<file path="src/rtl/rpd_pkg.sv">
`default_nettype none

package rpd_pkg;

    localparam int COUNT_BITS = 16;
    localparam int CNT_EXT_W  = ((COUNT_BITS > 16) ? COUNT_BITS : 16) + 2;

    localparam logic [CNT_EXT_W-1:0] COUNT_MAX_EXT =
        {{(CNT_EXT_W - COUNT_BITS){1'b0}}, {COUNT_BITS{1'b1}}};
    localparam logic [CNT_EXT_W-1:0] BYTE_COUNT_MAX_EXT =
        {{(CNT_EXT_W - 16){1'b0}}, 16'hFFFF};

    localparam logic [15:0] MAX_PAYLOAD_RESET = 16'd256;

    localparam logic [7:0] CH_DOLLAR  = 8'h24;
    localparam logic [7:0] CH_HASH    = 8'h23;
    localparam logic [7:0] CH_BRACE   = 8'h7D;
    localparam logic [7:0] ESC_XOR    = 8'h20;
    localparam logic [7:0] CH_UPPER_O = 8'h4F;
    localparam logic [7:0] CH_LOWER_O = 8'h6F;

    localparam logic [4:0] HEX_INVALID = 5'd16;

    localparam int Q_DEPTH = 4;
    localparam int Q_AW    = 2;

    typedef enum logic [1:0] {
        PH_HUNT    = 2'd0,
        PH_PAYLOAD = 2'd1,
        PH_CK_HIGH = 2'd2,
        PH_CK_LOW  = 2'd3
    } phase_t;

    typedef enum logic [1:0] {
        MODE_UNDECIDED = 2'd0,
        MODE_PLAIN     = 2'd1,
        MODE_CONSOLE   = 2'd2
    } mode_t;

    typedef enum logic [1:0] {
        KIND_PAYLOAD = 2'd0,
        KIND_ACCEPT  = 2'd1,
        KIND_REJECT  = 2'd2
    } kind_t;

    typedef struct packed {
        kind_t            kind;
        logic [2:0]       mask;
        logic [2:0][7:0]  data;
        logic [15:0]      count;
    } q_entry_t;

    function automatic logic [4:0] hex_value(input logic [7:0] c);
        logic [4:0] v;
        v = HEX_INVALID;
        if (c >= 8'h30 && c <= 8'h39)
        begin
            v = 5'(c - 8'h30);
        end
        else if (c >= 8'h41 && c <= 8'h46)
        begin
            v = 5'(c - 8'h37);
        end
        else if (c >= 8'h61 && c <= 8'h66)
        begin
            v = 5'(c - 8'h57);
        end
        return v;
    endfunction

    function automatic logic [3:0] nib(input logic [7:0] c);
        logic [4:0] v;
        v = hex_value(c);
        return v[4] ? 4'hF : v[3:0];
    endfunction

endpackage

`default_nettype wire

</file>
<file path="src/rtl/rpd_front.sv">
`default_nettype none

module rpd_front
    import rpd_pkg::*;
(
    input  wire logic        clk,
    input  wire logic        rst_n,
    input  wire logic        cfg_wr_en,
    input  wire logic [15:0] cfg_wr_data,
    input  wire logic        accept,
    input  wire logic        op,
    input  wire logic [7:0]  rx_byte,
    output logic             push,
    output q_entry_t         entry
);

    phase_t          phase_reg, phase_next;
    mode_t           mode_reg, mode_next;
    logic [7:0]      sum_reg, sum_next;
    logic            esc_reg, esc_next;
    logic [1:0]      pos_reg, pos_next;
    logic [7:0]      held_reg, held_next;
    logic            npend_reg, npend_next;
    logic [3:0]      nhigh_reg, nhigh_next;
    logic [COUNT_BITS-1:0] count_reg, count_next;
    logic [4:0]      ckh_reg, ckh_next;
    logic [15:0]     max_reg;

    logic [2:0]      cand_v;
    logic [2:0][7:0] cand_b;
    logic            plain_req;
    logic [1:0]      plain_slot;
    logic            clr;
    logic            end_en;
    kind_t           end_kind;
    logic [4:0]      lo;
    logic [1:0]      ncand;
    logic [CNT_EXT_W-1:0] cnt_ext;
    logic [CNT_EXT_W-1:0] max_ext;
    logic [CNT_EXT_W-1:0] cnt_sum;
    logic [CNT_EXT_W-1:0] pre;
    logic [2:0]      emit;

    assign cnt_ext = CNT_EXT_W'(count_reg);
    assign max_ext = CNT_EXT_W'(max_reg);
    assign lo      = hex_value(rx_byte);

    always_comb
    begin
        phase_next = phase_reg;
        mode_next  = mode_reg;
        sum_next   = sum_reg;
        esc_next   = esc_reg;
        pos_next   = pos_reg;
        held_next  = held_reg;
        npend_next = npend_reg;
        nhigh_next = nhigh_reg;
        ckh_next   = ckh_reg;
        cand_v     = 3'b000;
        cand_b     = '0;
        plain_req  = 1'b0;
        plain_slot = 2'd0;
        clr        = 1'b0;
        end_en     = 1'b0;
        end_kind   = KIND_REJECT;
        ncand      = 2'd0;
        cnt_sum    = '0;
        pre        = '0;
        emit       = 3'b000;
        count_next = count_reg;

        if (accept)
        begin
            if (op)
            begin
                phase_next = PH_HUNT;
                clr        = 1'b1;
            end
            else
            begin
                unique case (phase_reg)
                    PH_HUNT:
                    begin
                        if (rx_byte == CH_DOLLAR)
                        begin
                            clr        = 1'b1;
                            phase_next = PH_PAYLOAD;
                        end
                    end
                    PH_PAYLOAD:
                    begin
                        if (rx_byte == CH_HASH)
                        begin
                            if (mode_reg == MODE_UNDECIDED)
                            begin
                                cand_v[0] = (pos_reg != 2'd0);
                                cand_b[0] = CH_UPPER_O;
                                cand_v[1] = (pos_reg == 2'd2);
                                cand_b[1] = held_reg;
                                pos_next  = 2'd0;
                            end
                            esc_next   = 1'b0;
                            phase_next = PH_CK_HIGH;
                        end
                        else
                        begin
                            sum_next = sum_reg + rx_byte;
                            priority case (mode_reg)
                                MODE_UNDECIDED:
                                begin
                                    priority case (pos_reg)
                                        2'd0:
                                        begin
                                            if (rx_byte == CH_UPPER_O)
                                            begin
                                                pos_next = 2'd1;
                                            end
                                            else
                                            begin
                                                mode_next  = MODE_PLAIN;
                                                plain_req  = 1'b1;
                                                plain_slot = 2'd0;
                                            end
                                        end
                                        2'd1:
                                        begin
                                            if (!lo[4])
                                            begin
                                                held_next = rx_byte;
                                                pos_next  = 2'd2;
                                            end
                                            else
                                            begin
                                                mode_next  = MODE_PLAIN;
                                                pos_next   = 2'd0;
                                                cand_v[0]  = 1'b1;
                                                cand_b[0]  = CH_UPPER_O;
                                                plain_req  = 1'b1;
                                                plain_slot = 2'd1;
                                            end
                                        end
                                        default:
                                        begin
                                            pos_next = 2'd0;
                                            if (!lo[4])
                                            begin
                                                mode_next = MODE_CONSOLE;
                                                cand_v[0] = 1'b1;
                                                cand_b[0] = CH_LOWER_O;
                                                cand_v[1] = 1'b1;
                                                cand_b[1] = {nib(held_reg), lo[3:0]};
                                            end
                                            else
                                            begin
                                                mode_next  = MODE_PLAIN;
                                                cand_v[0]  = 1'b1;
                                                cand_b[0]  = CH_UPPER_O;
                                                cand_v[1]  = 1'b1;
                                                cand_b[1]  = held_reg;
                                                plain_req  = 1'b1;
                                                plain_slot = 2'd2;
                                            end
                                        end
                                    endcase
                                end
                                MODE_CONSOLE:
                                begin
                                    if (npend_reg)
                                    begin
                                        npend_next = 1'b0;
                                        cand_v[0]  = 1'b1;
                                        cand_b[0]  = {nhigh_reg, nib(rx_byte)};
                                    end
                                    else
                                    begin
                                        nhigh_next = nib(rx_byte);
                                        npend_next = 1'b1;
                                    end
                                end
                                default:
                                begin
                                    plain_req  = 1'b1;
                                    plain_slot = 2'd0;
                                end
                            endcase
                        end
                    end
                    PH_CK_HIGH:
                    begin
                        ckh_next   = lo;
                        phase_next = PH_CK_LOW;
                    end
                    default:
                    begin
                        end_en = 1'b1;
                        if (!ckh_reg[4] && !lo[4] && ({ckh_reg[3:0], lo[3:0]} == sum_reg))
                        begin
                            end_kind = KIND_ACCEPT;
                        end
                        phase_next = PH_HUNT;
                        clr        = 1'b1;
                    end
                endcase
            end
        end

        if (plain_req)
        begin
            if (esc_reg)
            begin
                esc_next               = 1'b0;
                cand_v[plain_slot]     = 1'b1;
                cand_b[plain_slot]     = rx_byte ^ ESC_XOR;
            end
            else if (rx_byte == CH_BRACE)
            begin
                esc_next = 1'b1;
            end
            else
            begin
                cand_v[plain_slot] = 1'b1;
                cand_b[plain_slot] = rx_byte;
            end
        end

        for (int i = 0; i < 3; i++)
        begin
            pre     = cnt_ext + CNT_EXT_W'(i);
            emit[i] = cand_v[i] && (pre < max_ext) && (pre < COUNT_MAX_EXT);
        end

        ncand   = 2'(cand_v[0]) + 2'(cand_v[1]) + 2'(cand_v[2]);
        cnt_sum = cnt_ext + CNT_EXT_W'(ncand);
        if (cnt_sum > COUNT_MAX_EXT)
        begin
            cnt_sum = COUNT_MAX_EXT;
        end
        count_next = cnt_sum[COUNT_BITS-1:0];

        if (clr)
        begin
            mode_next  = MODE_UNDECIDED;
            sum_next   = 8'd0;
            esc_next   = 1'b0;
            pos_next   = 2'd0;
            held_next  = 8'd0;
            npend_next = 1'b0;
            nhigh_next = 4'd0;
            ckh_next   = 5'd0;
            count_next = '0;
        end
    end

    always_comb
    begin
        entry = '0;
        push  = 1'b0;
        if (end_en)
        begin
            push        = 1'b1;
            entry.kind  = end_kind;
            entry.mask  = 3'b001;
            entry.count = (cnt_ext >= BYTE_COUNT_MAX_EXT) ? 16'hFFFF : cnt_ext[15:0];
        end
        else
        begin
            push       = (emit != 3'b000);
            entry.kind = KIND_PAYLOAD;
            entry.mask = emit;
            entry.data = cand_b;
        end
    end

    always_ff @(posedge clk or negedge rst_n)
    begin
        if (!rst_n)
        begin
            phase_reg <= PH_HUNT;
            mode_reg  <= MODE_UNDECIDED;
            sum_reg   <= 8'd0;
            esc_reg   <= 1'b0;
            pos_reg   <= 2'd0;
            held_reg  <= 8'd0;
            npend_reg <= 1'b0;
            nhigh_reg <= 4'd0;
            count_reg <= '0;
            ckh_reg   <= 5'd0;
            max_reg   <= MAX_PAYLOAD_RESET;
        end
        else
        begin
            phase_reg <= phase_next;
            mode_reg  <= mode_next;
            sum_reg   <= sum_next;
            esc_reg   <= esc_next;
            pos_reg   <= pos_next;
            held_reg  <= held_next;
            npend_reg <= npend_next;
            nhigh_reg <= nhigh_next;
            count_reg <= count_next;
            ckh_reg   <= ckh_next;
            if (cfg_wr_en)
            begin
                max_reg <= cfg_wr_data;
            end
        end
    end

endmodule

`default_nettype wire

</file>
<file path="src/rtl/rpd_queue.sv">
`default_nettype none

module rpd_queue
    import rpd_pkg::*;
(
    input  wire logic     clk,
    input  wire logic     rst_n,
    input  wire logic     push,
    input  q_entry_t      push_entry,
    input  wire logic     pop,
    output logic          full,
    output logic          not_empty,
    output q_entry_t      head
);

    q_entry_t          mem [Q_DEPTH];
    logic [Q_AW-1:0]   wptr_reg;
    logic [Q_AW-1:0]   rptr_reg;
    logic [Q_AW:0]     fill_reg;
    logic              do_push;
    logic              do_pop;

    assign full      = (fill_reg == (Q_AW + 1)'(Q_DEPTH));
    assign not_empty = (fill_reg != '0);
    assign do_push   = push && !full;
    assign do_pop    = pop && not_empty;
    assign head      = mem[rptr_reg];

    always_ff @(posedge clk)
    begin
        if (do_push)
        begin
            mem[wptr_reg] <= push_entry;
        end
    end

    always_ff @(posedge clk or negedge rst_n)
    begin
        if (!rst_n)
        begin
            wptr_reg <= '0;
            rptr_reg <= '0;
            fill_reg <= '0;
        end
        else
        begin
            if (do_push)
            begin
                wptr_reg <= wptr_reg + 1'b1;
            end
            if (do_pop)
            begin
                rptr_reg <= rptr_reg + 1'b1;
            end
            if (do_push && !do_pop)
            begin
                fill_reg <= fill_reg + 1'b1;
            end
            else if (do_pop && !do_push)
            begin
                fill_reg <= fill_reg - 1'b1;
            end
        end
    end

endmodule

`default_nettype wire

</file>
<file path="src/rtl/rpd_back.sv">
`default_nettype none

module rpd_back
    import rpd_pkg::*;
(
    input  wire logic        clk,
    input  wire logic        rst_n,
    input  wire logic        not_empty,
    input  q_entry_t         head,
    output logic             pop,
    output logic             out_valid,
    input  wire logic        out_stall,
    output logic [1:0]       kind,
    output logic [7:0]       data,
    output logic [15:0]      byte_count,
    output logic             last
);

    logic [2:0] done_reg;
    logic [2:0] rem;
    logic [2:0] cur;
    logic       take;

    assign rem       = head.mask & ~done_reg;
    assign cur       = rem & (~rem + 3'd1);
    assign out_valid = not_empty;
    assign last      = ((rem & ~cur) == 3'b000);
    assign take      = out_valid && !out_stall;
    assign pop       = take && last;
    assign kind      = head.kind;
    assign byte_count = head.count;

    always_comb
    begin
        unique case (cur)
            3'b001:  data = head.data[0];
            3'b010:  data = head.data[1];
            3'b100:  data = head.data[2];
            default: data = 8'd0;
        endcase
    end

    always_ff @(posedge clk or negedge rst_n)
    begin
        if (!rst_n)
        begin
            done_reg <= 3'b000;
        end
        else if (take)
        begin
            done_reg <= last ? 3'b000 : (done_reg | cur);
        end
    end

    a_word_pending: assert property (@(posedge clk) disable iff (!rst_n)
        out_valid |-> (rem != 3'b000))
        else $error("Queue head shown with no word left in it.");

    a_one_slot: assert property (@(posedge clk) disable iff (!rst_n)
        out_valid |-> $onehot(cur))
        else $error("More than one slot selected for output.");

    a_bundle_held: assert property (@(posedge clk) disable iff (!rst_n)
        (take && !last) |=> out_valid)
        else $error("Bundle dropped before its last word was taken.");

endmodule

`default_nettype wire

</file>
<file path="src/rtl/rsp_packet_deframer.sv">
// Receive-side packet deframer for a remote serial debug link.
// Input channel (in_valid, in_stall, op, rx_byte) takes one raw byte or a
// clear command per word; a word is taken when in_valid is high and
// in_stall is low. Output channel (out_valid, out_stall, kind, data,
// byte_count, last) gives decoded payload bytes and one accept or reject
// word per packet that reaches its checksum; last marks the final word
// caused by one input word. The front decoder takes one input word per
// cycle unless in_stall is high and hands up to three results as one bundle
// to a four-entry queue; the back end sends one output word per cycle
// unless out_stall is high. Input words flow at one per cycle while each
// causes at most one result; a word causing two or three results keeps its
// bundle at the queue head until all its words are sent. While out_stall
// is high the shown word holds, the queue fills, and once it is full
// in_stall rises. cfg_wr_en/cfg_wr_data write max_payload. Reset empties
// the queue, returns to hunting for a start mark, sets max_payload to 256.
`default_nettype none

module rsp_packet_deframer
    import rpd_pkg::*;
(
    input  wire logic        clk,
    input  wire logic        rst_n,
    input  wire logic        cfg_wr_en,
    input  wire logic [15:0] cfg_wr_data,
    input  wire logic        in_valid,
    output logic             in_stall,
    input  wire logic        op,
    input  wire logic [7:0]  rx_byte,
    output logic             out_valid,
    input  wire logic        out_stall,
    output logic [1:0]       kind,
    output logic [7:0]       data,
    output logic [15:0]      byte_count,
    output logic             last
);

    logic     accept;
    logic     push;
    q_entry_t push_entry;
    logic     q_full;
    logic     q_not_empty;
    q_entry_t q_head;
    logic     pop;

    assign in_stall = q_full;
    assign accept   = in_valid && !q_full;

    rpd_front u_front (
        .clk         (clk),
        .rst_n       (rst_n),
        .cfg_wr_en   (cfg_wr_en),
        .cfg_wr_data (cfg_wr_data),
        .accept      (accept),
        .op          (op),
        .rx_byte     (rx_byte),
        .push        (push),
        .entry       (push_entry)
    );

    rpd_queue u_queue (
        .clk        (clk),
        .rst_n      (rst_n),
        .push       (push),
        .push_entry (push_entry),
        .pop        (pop),
        .full       (q_full),
        .not_empty  (q_not_empty),
        .head       (q_head)
    );

    rpd_back u_back (
        .clk        (clk),
        .rst_n      (rst_n),
        .not_empty  (q_not_empty),
        .head       (q_head),
        .pop        (pop),
        .out_valid  (out_valid),
        .out_stall  (out_stall),
        .kind       (kind),
        .data       (data),
        .byte_count (byte_count),
        .last       (last)
    );

endmodule

`default_nettype wire
</file>
<file path="config.mk">
export PLATFORM = sky130hd
export DESIGN_NAME = rsp_packet_deframer
export DESIGN_NICKNAME = d
export VERILOG_FILES = /design/src/rtl/rpd_pkg.sv /design/src/rtl/rpd_front.sv /design/src/rtl/rpd_queue.sv /design/src/rtl/rpd_back.sv /design/src/rtl/rsp_packet_deframer.sv
export SDC_FILE = /design/constraint.sdc
export NUM_CORES = 1
export LEC_CHECK = 0
export BUFFER_PORTS_ARGS = -buffer_cell sky130_fd_sc_hd__buf_2
export CORE_MARGIN = 1
export CORE_UTILIZATION = 60
export DETAILED_ROUTE_END_ITERATION = 10
export PLACE_DENSITY_LB_ADDON = 0.15
export SLEW_MARGIN = 25
export SYNTH_ARGS = -nofsm -noshare
export SYNTH_HDL_FRONTEND = slang
export SYNTH_SLANG_ARGS = --single-unit
</file>
<file path="constraint.sdc">
create_clock -name clk -period 14.3 [get_ports clk]
set_clock_uncertainty 0.05 [all_clocks]
set_input_delay 0.715 -clock clk [delete_from_list [all_inputs] [get_ports clk]]
set_output_delay 0.715 -clock clk [all_outputs]
set_load 0.02 [all_outputs]
</file>
==> results of run 1 <==
==> metal layers <==
layer  vias to the layer above  global-route usage  part of all wire
met5                         -                   0                 0
met4                         0             0.06750             0.019
met3                        41             0.03283             0.063
met2                       288              0.4103              0.46
met1                      4218              0.3815              0.46
li1                       4131                   -                 -
==> worst max-delay path, cell delays in order <==
cell and delay, ns:
buf_2 0.17, inv_1 0.18, ha_1 0.23, o21bai_1 0.12, a2111oi_4 0.48, o21bai_4 0.24, nand2_1 0.25, or3_1 0.44
a32oi_2 0.33, fa_1 0.47, inv_1 0.06, ha_1 0.16, inv_1 0.06, fa_1 0.45, nor3_1 0.51, nand4_1 0.51
a21oi_1 0.29
==> per-stage QoR <==
step                power [W]  instances  instance area [sq um]    util  setup slack (ns)
floorplan            0.001377       1094                  13370       -             9.544
global placement     0.001545       1385                  13850  0.6347             8.677
detailed placement   0.001555       1385                  13850  0.6347             8.478
CTS                  0.002229       1433                  14720  0.6745             9.019
global route         0.002320       1433                  14720  0.6746             8.535
finish               0.002211       1433                  14720  0.6746             8.995
==> worst max path at each step <==
stage	depth (start not counted)	slack (ns)	from	to
final	17	9.00	rx_byte[1]	u_front.count_reg[1]
after global routing	17	8.54	rx_byte[1]	u_front.count_reg[1]
after CTS	17	9.02	rx_byte[1]	u_front.count_reg[1]
after detailed placement	17	8.48	rx_byte[1]	u_front.count_reg[9]
after global placement	17	8.68	rx_byte[1]	u_front.count_reg[0]
after floorplan	17	9.54	rx_byte[1]	u_front.count_reg[11]
==> area by class of cell <==
type	instances	area [sq um]
fillers	1596	7101
inverters	47	176.4
repair buffers	65	349.1
flip-flops and latches	255	7286
clock inverters	12	138.9
well taps	280	350.3
clock buffers	36	729.5
multi-input cells	738	5693
==> report_power, final <==
part	switching (W)	internal, W	leakage, nW	total, W
logic	0.000366	0.000267	2.67	0.000632
clock network	0.000267	0.000410	0.427	0.000678
registers	0.0000522	0.000849	2.61	0.000901
total	0.000685	0.00153	5.71	0.00221
==> kinds of logic (layout without fill, tap and decap cells) <==
group | Yosys count | after routing | share of synthesized area
xor gates and xnor gates | 62 | 62 | 0.04163
muxes | 60 | 60 | 0.08775
DFF | 255 | 255 | 0.5446
buffers and inverters | 101 | 160 | 0.03012
AOI/OAI and AO/OA | 202 | 202 | 0.09739
adders and majority gates | 81 | 81 | 0.07784
and+or+nand+nor | 333 | 333 | 0.1207
==> synth_stat cells, types with 19 or more instances <==
master      n  area share
a21oi_1    76       0.028
clkbuf_1   35      0.0098
dfrtp_1    74        0.14
edfxtp_1  180        0.40
ha_1       76       0.071
inv_1      46       0.013
mux4_2     45       0.076
nand2_1    81       0.023
nand3_1    19      0.0071
nor2_1    114       0.032
o21ai_0    53       0.020
xnor2_1    40       0.026
xor2_1     21       0.014
==> results.tsv, run 1 <==
stage	metric	value	unit
run_status	status	completed	
synthesis	synth_ff_type	edfxtp_1	
synthesis	synth_nets	1204	
synthesis	yosysWarnings	0	
detailed_routing	wl_per_cell	19.87	microns
floorplanning	start_util	0.6128	
synthesis	synth.distinct_cells	74	
floorplanning	coreArea	21820	sq um
layout	layout_common_cells	180 x edfxtp_1, 114 x nor2_1, 81 x nand2_1	
layout	diodes	0	
timing	rsz0062_at_grt	no	
timing	setup_viol	0	
synthesis	syn_avg_cell_area	12.22	sq um
synthesis	syn_area	13370	sq um
detailed_routing	vias_per_cell	6.056	
setup_path	rrSetupSlack	9.20	ns
clocking	path_clk_slew	0.06	ns
timing	slew_headroom	0.3813	
pwr	peakVddDrop	0.1084	mV
timing	drv_slew	0	
layout	syn_to_final_growth	10.09	%
layout	nets	1243	
setup_path	critPathCaptureType	flop	
setup_path	r2r_cells	15	
floorplanning	die_x	151.3	microns
clocking	cts-root-buf	clkbuf_16	
clocking	clkLatencyLatePin	0.53	ns
setup_path	critPathLaunchType	input pin	
setup_path	crit_arrival	5.69	ns
layout	drive_above_1_share	0.1500	
synthesis	syn_inst	1094	
clocking	cts_resized	0	
timing	clock.fmax	0.1885	GHz
detailed_routing	ant_nets	0	
synthesis	async_reset_ff_frac	0.2941	
detailed_routing	drt_first_pass_iters	5	
timing	fin_crit_sh	0.3709	
setup_path	critPathKind	input pin to flop	
pwr	p_leak	5.706	nW
place	dp_hpwl	19710	microns
pwr	powerDensity	150.2	nW/um^2
floorplanning	chipHeight	151.3	microns
floorplanning	num_io_pins	59	
global_route	antenna_found_initial	1	
detailed_routing	vias	8678	
clocking	clkSinkCount	255	
clocking	cts_buffers	26	
min_path	hp-class	input pin to async pin	
run	maxCapViolations	0	
setup_path	cp_max_fo	12	
timing	holdWs	0.1641	ns
global_route	grt_pass1_vias	8539	
setup_path	cp.required	14.68	ns
detailed_routing	drtIter0Drc	699	
place	io_buffers	58	
detailed_routing	drt_wl_total	28470	microns
clocking	cts_max_path_buffers	3	
place	gp_congestion	0.8958	
layout	final_common_cell	edfxtp_1	
floorplanning	die_area	22890	sq um
timing	period_minus_slack	5.305	ns
clocking	htree_levels	1	
synthesis	synth_edf_count	180	
timing	hold_violations	0	
synthesis	synth_seq_cells	255	
global_route	grt_usage	0.2598	
global_route	grt_max_degree	76	
global_route	grt_pass1_wl	45290	microns
clocking	cts_tree	yes	
setup_path	r2r_start	u_front.count_reg[2]	
layout	largest_register_ffs	180	
floorplanning	row_count	54	
setup_path	r2r-end	u_queue.mem[0][42]	
clocking	hold_buffers	0	
clocking	cts_setup_buffers	0	
timing	tightest_slew	0.9246	ns
synthesis	yosysSeqAreaShare	0.5446	
global_route	globalRoute.totalOverflow	0	
timing	final.setup.tns	0	ns
detailed_routing	drc	0	
Note: power is estimated with default switching activity, not from simulation.
==> inputs of run 2 (changes only) <==
--- a/config.mk
+++ b/config.mk
@@ -5,6 +5,7 @@
 export SDC_FILE = /design/constraint.sdc
 export NUM_CORES = 1
 export LEC_CHECK = 0
+export ABC_AREA = 1
 export BUFFER_PORTS_ARGS = -buffer_cell sky130_fd_sc_hd__buf_2
 export CORE_MARGIN = 1
 export CORE_UTILIZATION = 60
==> constraint.sdc (replaced) <==
create_clock -name clk -period 5.5 [get_ports clk]
set_clock_uncertainty 0.05 [all_clocks]
set_input_delay 0.275 -clock clk [delete_from_list [all_inputs] [get_ports clk]]
set_output_delay 0.275 -clock clk [all_outputs]
set_load 0.02 [all_outputs]
==> run 2 against run 1 <==
Net effect:
- flip-flop and latch count did not move
- synthesized cell count rose by 37%
- sequential power rose to 2.7 times the previous value
- die area rose by 3.6%
- sequential share of layout area fell by 2.4 points
- non-clock buffer count rose by 21
- largest power group unchanged
- power rose to 2.9 times the previous value
- critical path depth rose by 7
- clock power rose to 2.6 times the previous value
- core utilization rose by 0.86 points
- setup slack got worse by 8.1 ns
- largest cell class unchanged
- clock-buffer cell count rose by 1
- highest routed layer unchanged
==> results.tsv, run 2 <==
stage	metric	value	unit	change
setup_path	worst_path_max_delay_cell	fa_1		
timing	slew_headroom	0.3373		-0.04407
global_route	grt_pass1_wl	52990	microns	+17%
place	dp_hpwl	22350	microns	+13%
synthesis	async_reset_ff_frac	0.2941		unchanged
synthesis	synth-simple-area-share	0.1885		+0.06784
setup_path	max_stage_delay	0.43	ns	-0.08 ns
synthesis	synth_seq_cells	255		unchanged
timing	setup_viol	0		unchanged
timing	final.setup.tns	0	ns	unchanged
pwr	internal-power	0.003988	W	+160%
global_route	antenna_found_initial	0		-1
global_route	globalRoute.totalOverflow	0		unchanged
clocking	cts_setup_buffers	0		unchanged
floorplanning	die_x	154.0	microns	+1.8%
synthesis	synth_top_family_by_area	simple AND/OR/NAND/NOR gates		
detailed_routing	drt_first_pass_iters	6		+1
pwr	combPwrFrac	0.345		+0.059
synthesis	synth_xor_area_frac	0.02148		-0.02015
synthesis	synth_compound_area_frac	0.1252		+0.02778
synthesis	synth_top_area_share	0.3899		-0.01430
setup_path	path_cells	inv_1 -> nand3_2 -> nand2_2 -> nor2_4 -> nand2_4 -> nor2_2 -> o21ai_2 -> nand4_2 -> nand2_1 -> inv_1 -> fa_1 -> inv_1 -> ha_1 -> inv_1 -> fa_1 -> nor2_1 -> nand2_1 -> nor2_1 -> inv_1 -> nor2_1 -> inv_1 -> nor2_2 -> inv_1 -> a21oi_1		
floorplanning	chipHeight	154.0	microns	+1.8%
layout	finalNonFillerCells	1863		+30%
synthesis	yosysMostFrequentCell	nand2_1		
setup_path	critPathTopFamily	simple AND/OR/NAND/NOR gates		
clocking	cts_buffers	26		unchanged
clocking	cts_max_path_buffers	3		unchanged
layout	fill_cells	1765		+11%
clocking	clkLatencyLatePin	0.52	ns	about the same
detailed_routing	drtIter0Drc	967		+38%
detailed_routing	drt_wl_total	32890	microns	+16%
place	gp_congestion	0.9008		+0.56%
detailed_routing	drc	0		unchanged
pwr	swShare	0.3726		+0.06266
run_status	status	completed		
synthesis	syn_inst	1497		+37%
synthesis	synth_ff_type	edfxtp_1		
clocking	clkSinkCount	255		unchanged
synthesis	synthTopCellsByArea	edfxtp_1 39%, dfrtp_1 13%, ha_1 6.9%		
synthesis	yosys-mux-area-fraction	0		-0.08775
synthesis	yosysSeqAreaShare	0.5253		-0.01926
place	io_buffers	58		unchanged
detailed_routing	vias	10690		+23%
synthesis	synth_edf_count	180		unchanged
pwr	p_seq_frac	0.381		-0.026
clocking	cts_resized	0		unchanged
setup_path	critPathLaunchType	flop		
detailed_routing	ant_nets	0		unchanged
pwr	peakVddDrop	0.2648	mV	+140%
floorplanning	row_count	55		+1.9%
floorplanning	coreArea	22640	sq um	+3.7%
layout	nets	1668		+34%
layout	stdcell_area	15470	sq um	+5.1%
timing	tightest_slew	0.9927	ns	+0.06807 ns
synthesis	syn_area	13860	sq um	+3.7%
floorplanning	die_area	23720	sq um	+3.6%
synthesis	synthTopCellsByCount	232 x nand2_1, 191 x nor2_1, 180 x edfxtp_1		
timing	drv_slew	0		unchanged
setup_path	cp_max_fo	15		+3
pwr	power.switching	0.002368	W	+250%
layout	largest_register_ffs	180		unchanged
layout	final_common_cell	nand2_1		
setup_path	crit_arrival	4.99	ns	-0.70 ns
synthesis	synth_fa_ha_area_frac	0.07436		-0.003476
setup_path	critPathKind	flop to flop		
pwr	p_leak	6.736	nW	+18%
synthesis	synth.distinct_cells	52		-30%
synthesis	yosysWarnings	0		unchanged
timing	fin_crit_sh	0.8371		
layout	drive_above_1_share	0.1058		-0.04421
global_route	grt_usage	0.2850		+0.02525
synthesis	syn_avg_cell_area	9.262	sq um	-24%
synthesis	yosysTopAreaCell	edfxtp_1		
layout	layout_common_cells	232 x nand2_1, 191 x nor2_1, 180 x edfxtp_1		
timing	hold_violations	0		unchanged
setup_path	path_buf_inv	7		+3
timing	period_minus_slack	4.604	ns	
place	placedCellCount	1798		+30%
pwr	powerDensity	410.9	nW/um^2	+170%
place	dpl_cell_area	14430	sq um	+4.2%
run	maxCapViolations	0		unchanged
setup_path	cp.required	5.88	ns	-8.80 ns
clocking	htree_levels	1		unchanged
global_route	grt_pass1_vias	10200		+19%
clocking	cts-root-buf	clkbuf_16		
detailed_routing	wl_per_cell	17.65	microns	-11%
synthesis	synth_nets	1607		+33%
clocking	cts_tree	yes		
pwr	power	0.006356	W	+190%
min_path	hp-class	input pin to flop		
floorplanning	num_io_pins	59		unchanged
clocking	path_clk_slew	0.06	ns	about the same
global_route	grt_max_degree	91		+20%
layout	diodes	0		unchanged
setup_path	critPathCaptureType	flop		
timing	rsz0062_at_grt	no		
detailed_routing	vias_per_cell	5.740		-5.2%
layout	syn_to_final_growth	11.57	%	
floorplanning	start_util	0.6124		about the same
pwr	pwr-share-clk	0.275		-0.032
setup_path	crit_top_cell	inv_1		
timing	clock.fmax	0.2172	GHz	
-- run 2: cell count changes after synthesis, moves of 11 or more --
cell / before / now
and2_1: 11 / 0
nor2_1: 114 / 191
nor2b_1: 12 / 0
a21oi_1: 76 / 50
o21ai_0: 53 / 164
nor2_2: 0 / 14
xnor2_1: 40 / 4
nand2_1: 81 / 232
nand3_1: 19 / 76
o22ai_1: 0 / 56
and3_1: 15 / 1
mux4_2: 45 / 0
inv_1: 46 / 172
-- run 2: per-layer routing --
layer	track usage	routed length [microns]	up-vias
met5	0	0	-
met4	0.07905	711	0
met3	0.02649	1876	68
met2	0.4654	15360	342
met1	0.4098	14940	5045
li1	-	-	5238
-- run 2: kinds of logic after synthesis --
| group | Yosys count |
|---|---|
| AOI/OAI and AO/OA | 310 |
| buffers and inverters | 232 |
| DFF | 255 |
| adders and majority gates | 80 |
| xor gates and xnor gates | 34 |
| and+or+nand+nor | 586 |
-- run 2: area by class of cell --
| cell class | count | area [sq um] | area share |
|---|---|---|---|
| clock buffer | 37 | 743.2 | 0.04805 |
| inverter | 179 | 673.1 | 0.04352 |
| multi-input combinational | 1010 | 5707 | 0.3689 |
| clock inverter | 11 | 116.4 | 0.007522 |
| timing repair buffer | 86 | 586.8 | 0.03794 |
| tap | 285 | 356.6 | 0.02305 |
| sequential | 255 | 7286 | 0.4710 |
-- run 2: metrics by stage --
| step | util | worst slack [ns] | hold slack [ns] |
|---|---|---|---|
| 2_1_floorplan | - | 1.528 | -0.07059 |
| 3_3_place_gp | 0.6372 | 0.8512 | 0.4241 |
| 3_5_place_dp | 0.6372 | 0.6466 | 0.4341 |
| 4_1_cts | 0.6827 | 0.9561 | 0.04032 |
| 5_1_grt | 0.6832 | 0.5543 | 0.09943 |
| 6_report | 0.6832 | 0.8959 | 0.05183 |
-- run 2: path summary, 6_finish.rpt --
path	start	to	slack [ns]	cells past startpoint
min	op	u_front.phase_reg[0]	0.05	4
min in group asynchronous	rst_n	u_front.held_reg[3]	0.30	2
max	u_queue.fill_reg[1]	u_front.count_reg[11]	0.90	24
max in group asynchronous	rst_n	u_queue.rptr_reg[1]	4.52	2
max reg2reg	u_queue.fill_reg[1]	u_front.count_reg[11]	0.90	24
min reg2reg	u_front.nhigh_reg[2]	u_front.nhigh_reg[2]	0.46	2
-- run 2: timing repair --
action	CTS	global route
setup endpoints to repair	0	0
hold endpoints to repair	90	0
hold buffers	17	0
-- run 2: worst register-to-register path, delay by kind of cell, from the launching register on --
kind                     cells  cell delay [ns]
buffers and inverters        7             0.67
flip-flops                   1             0.39
adder cells (fa/ha/maj)      3             1.00
AND/OR/NAND/NOR             12             2.07
AO/OA/AOI/OAI                2             0.36
-- run 2: power by group through the flow --
stage,clock network (W),registers (W),logic [W]
detailed placement,0,0.00246,0.00217
finish,0.00175,0.00242,0.00219
CTS,0.00177,0.00242,0.00219
global route,0.00184,0.00244,0.00244
floorplan,0,0.00238,0.00157
global placement,0,0.00245,0.00212
==> inputs of run 3 (changes only) <==
--- a/config.mk
+++ b/config.mk
@@ -8,7 +8,7 @@
 export ABC_AREA = 1
 export BUFFER_PORTS_ARGS = -buffer_cell sky130_fd_sc_hd__buf_2
 export CORE_MARGIN = 1
-export CORE_UTILIZATION = 60
+export CORE_UTILIZATION = 56
 export DETAILED_ROUTE_END_ITERATION = 10
 export PLACE_DENSITY_LB_ADDON = 0.15
 export SLEW_MARGIN = 25
==> constraint.sdc (replaced) <==
create_clock -name clk -period 4.05 [get_ports clk]
set_clock_uncertainty 0.05 [all_clocks]
set_input_delay 0.2025 -clock clk [delete_from_list [all_inputs] [get_ports clk]]
set_output_delay 0.2025 -clock clk [all_outputs]
set_load 0.02 [all_outputs]
==> run 3 against run 2 <==
Net effect:
- combinational power is 42% higher
- final area is 3.8% higher
- register-to-register slack worse by 0.67 ns
- first-iteration DRC count is 12% lower
- highest routed layer unchanged
- core utilization is 2.3 points lower
- routed wire length is 3.0% higher
- clock-buffer cell count is 4 lower
- critical endpoint is now u_queue.fill_reg[2]
- setup slack worse by 0.67 ns
==> results.tsv, run 3 (synthesized netlist as in run 2, its figures left out) <==
stage	metric	value	unit	change
run_status	status	completed		
global_route	antenna_found_initial	0		unchanged
clocking	cts_tree	yes		
global_route	grt_max_degree	75		-18%
layout	nets	1717		+2.9%
layout	diodes	0		unchanged
detailed_routing	drt_first_pass_iters	5		-1
setup_path	crit_arrival	4.18	ns	-0.81 ns
detailed_routing	ant_nets	0		unchanged
setup_path	critPathLaunchType	flop		
floorplanning	chipHeight	159.3	microns	+3.5%
detailed_routing	vias	10930		+2.2%
timing	period_minus_slack	3.826	ns	-0.7780 ns
clocking	cts-root-buf	clkbuf_16		
floorplanning	die_x	159.3	microns	+3.5%
setup_path	cp-startpoint	u_front.count_reg[2]		
clocking	clkLatencyLatePin	0.54	ns	+0.02 ns
timing	hold_violations	0		unchanged
detailed_routing	drt_wl_total	33880	microns	+3.0%
floorplanning	num_io_pins	59		unchanged
place	dp_hpwl	23200	microns	+3.8%
pwr	p_leak	6.997	nW	+3.9%
detailed_routing	drc	0		unchanged
timing	slew_headroom	0.4799		+0.1427
pwr	peakVddDrop	0.3092	mV	+17%
layout	largest_register_ffs	180		unchanged
setup_path	cp.required	4.41	ns	-1.47 ns
run	maxCapViolations	0		unchanged
global_route	grt_pass1_wl	55170	microns	+4.1%
global_route	globalRoute.totalOverflow	0		unchanged
timing	drv_slew	0		unchanged
clocking	clkSinkCount	255		unchanged
clocking	htree_levels	1		unchanged
clocking	path_clk_slew	0.06	ns	about the same
timing	clock.fmax	0.2614	GHz	+20%
floorplanning	coreArea	24320	sq um	+7.4%
min_path	hp-class	input pin to flop		
min_path	holdPathStages	4		unchanged
detailed_routing	drtIter0Drc	855		-12%
place	gp_congestion	0.9735		+8.1%
layout	fill_cells	1977		+12%
detailed_routing	wl_per_cell	17.36	microns	-1.6%
detailed_routing	vias_per_cell	5.600		-2.4%
min_path	hold_start	out_stall		
clocking	cts_buffers	27		+3.8%
clocking	cts_max_path_buffers	3		unchanged
timing	holdWs	0.02211	ns	-0.02972 ns
layout	syn_to_final_growth	15.78	%	
setup_path	critPathCaptureType	flop		
global_route	grt_pass1_vias	10440		+2.4%
layout	drive_above_1_share	0.1475		+0.04168
floorplanning	row_count	57		+3.6%
setup_path	critPathKind	flop to flop		
setup_path	r2r_cells	25		+4.2%
timing	fin_crit_sh	0.9447		+0.1076
timing	tightest_slew	0.7742	ns	-0.2185 ns
timing	setup_viol	0		unchanged
setup_path	cp_max_fo	5		-10
layout	fin_util	0.6601		-0.02315
setup_path	r2r_start	u_front.count_reg[2]		
place	io_buffers	58		unchanged
global_route	grt_usage	0.2739		-0.01115
pwr	powerDensity	553.1	nW/um^2	+35%
layout	layout_common_cells	229 x nand2_1, 184 x nor2_1, 180 x edfxtp_1		
floorplanning	start_util	0.5701		-0.04228
floorplanning	die_area	25390	sq um	+7.0%
layout	final_common_cell	nand2_1		
[run 3: routing by layer]
metal | wire (microns) | track usage
met1 | 15340 | 0.3980
met2 | 15740 | 0.4376
met3 | 2215 | 0.03569
met4 | 590 | 0.06862
met5 | 0 | 0
[run 3: layout make-up]
| cell class | instances | area [sq um] | share of cell area |
|---|---|---|---|
| tap | 324 | 405.4 | 0.02525 |
| inverter | 179 | 673.1 | 0.04193 |
| multi-input combinational | 1010 | 5818 | 0.3624 |
| clock buffer | 33 | 708.2 | 0.04412 |
| clock inverter | 16 | 205.2 | 0.01278 |
| timing repair buffer | 134 | 952.2 | 0.05931 |
| sequential | 255 | 7291 | 0.4542 |
[run 3: final timing paths]
kind	to	slack [ns]
max	u_queue.fill_reg[2]	0.22
min in group asynchronous	u_back.done_reg[1]	0.15
min	u_back.done_reg[2]	0.02
min reg2reg	u_back.done_reg[2]	0.44
max reg2reg	u_queue.fill_reg[2]	0.22
max in group asynchronous	u_front.max_reg[8]	2.85
[run 3: per-stage QoR]
| stage | total power, W | setup slack (ns) | std cells | TNS [ns] | area (sq um) |
|---|---|---|---|---|---|
| floorplan | 0.005360 | 0.07758 | 1497 | 0 | 13860 |
| global placement | 0.006308 | 0.03932 | 1879 | 0 | 14790 |
| detailed placement | 0.006360 | -0.06354 | 1879 | -0.06354 | 14790 |
| CTS | 0.008912 | 0.004380 | 1947 | 0 | 15900 |
| global route | 0.009421 | -0.04092 | 1951 | -0.1027 | 16050 |
| finish | 0.008879 | 0.2239 | 1951 | 0 | 16050 |
[run 3: what timing repair did]
item	CTS	global route
resized for setup	1	35
pin swaps	0	4
setup endpoints to repair	1	18
buffers inserted	0	4
hold endpoints to repair	55	0
hold buffers	19	0
[run 3: critical path, stage by stage, from the launching register on]
cell and delay [ns]:
dfrtp_1 0.43, ha_4 0.20, nand2_1 0.12, inv_1 0.10, nand2_1 0.07, nand2_1 0.04, nand2_1 0.12, inv_1 0.07
ha_1 0.31, a21oi_1 0.15, nor2_1 0.05, a211oi_1 0.17, nand2_1 0.10, nand2_1 0.06, nand2_1 0.06, nand2_2 0.10
nand4_4 0.11, nand2_4 0.12, nor2_4 0.07, inv_2 0.07, ha_1 0.13, inv_1 0.07, fa_1 0.46, a21oi_1 0.16
o21ai_0 0.12, xor2_1 0.16
[run 3: where the power goes]
group	internal, W	switching, W	leakage [nW]
registers	0.00308	0.000159	2.70
clock network	0.00151	0.00102	0.450
logic	0.000995	0.00212	3.84
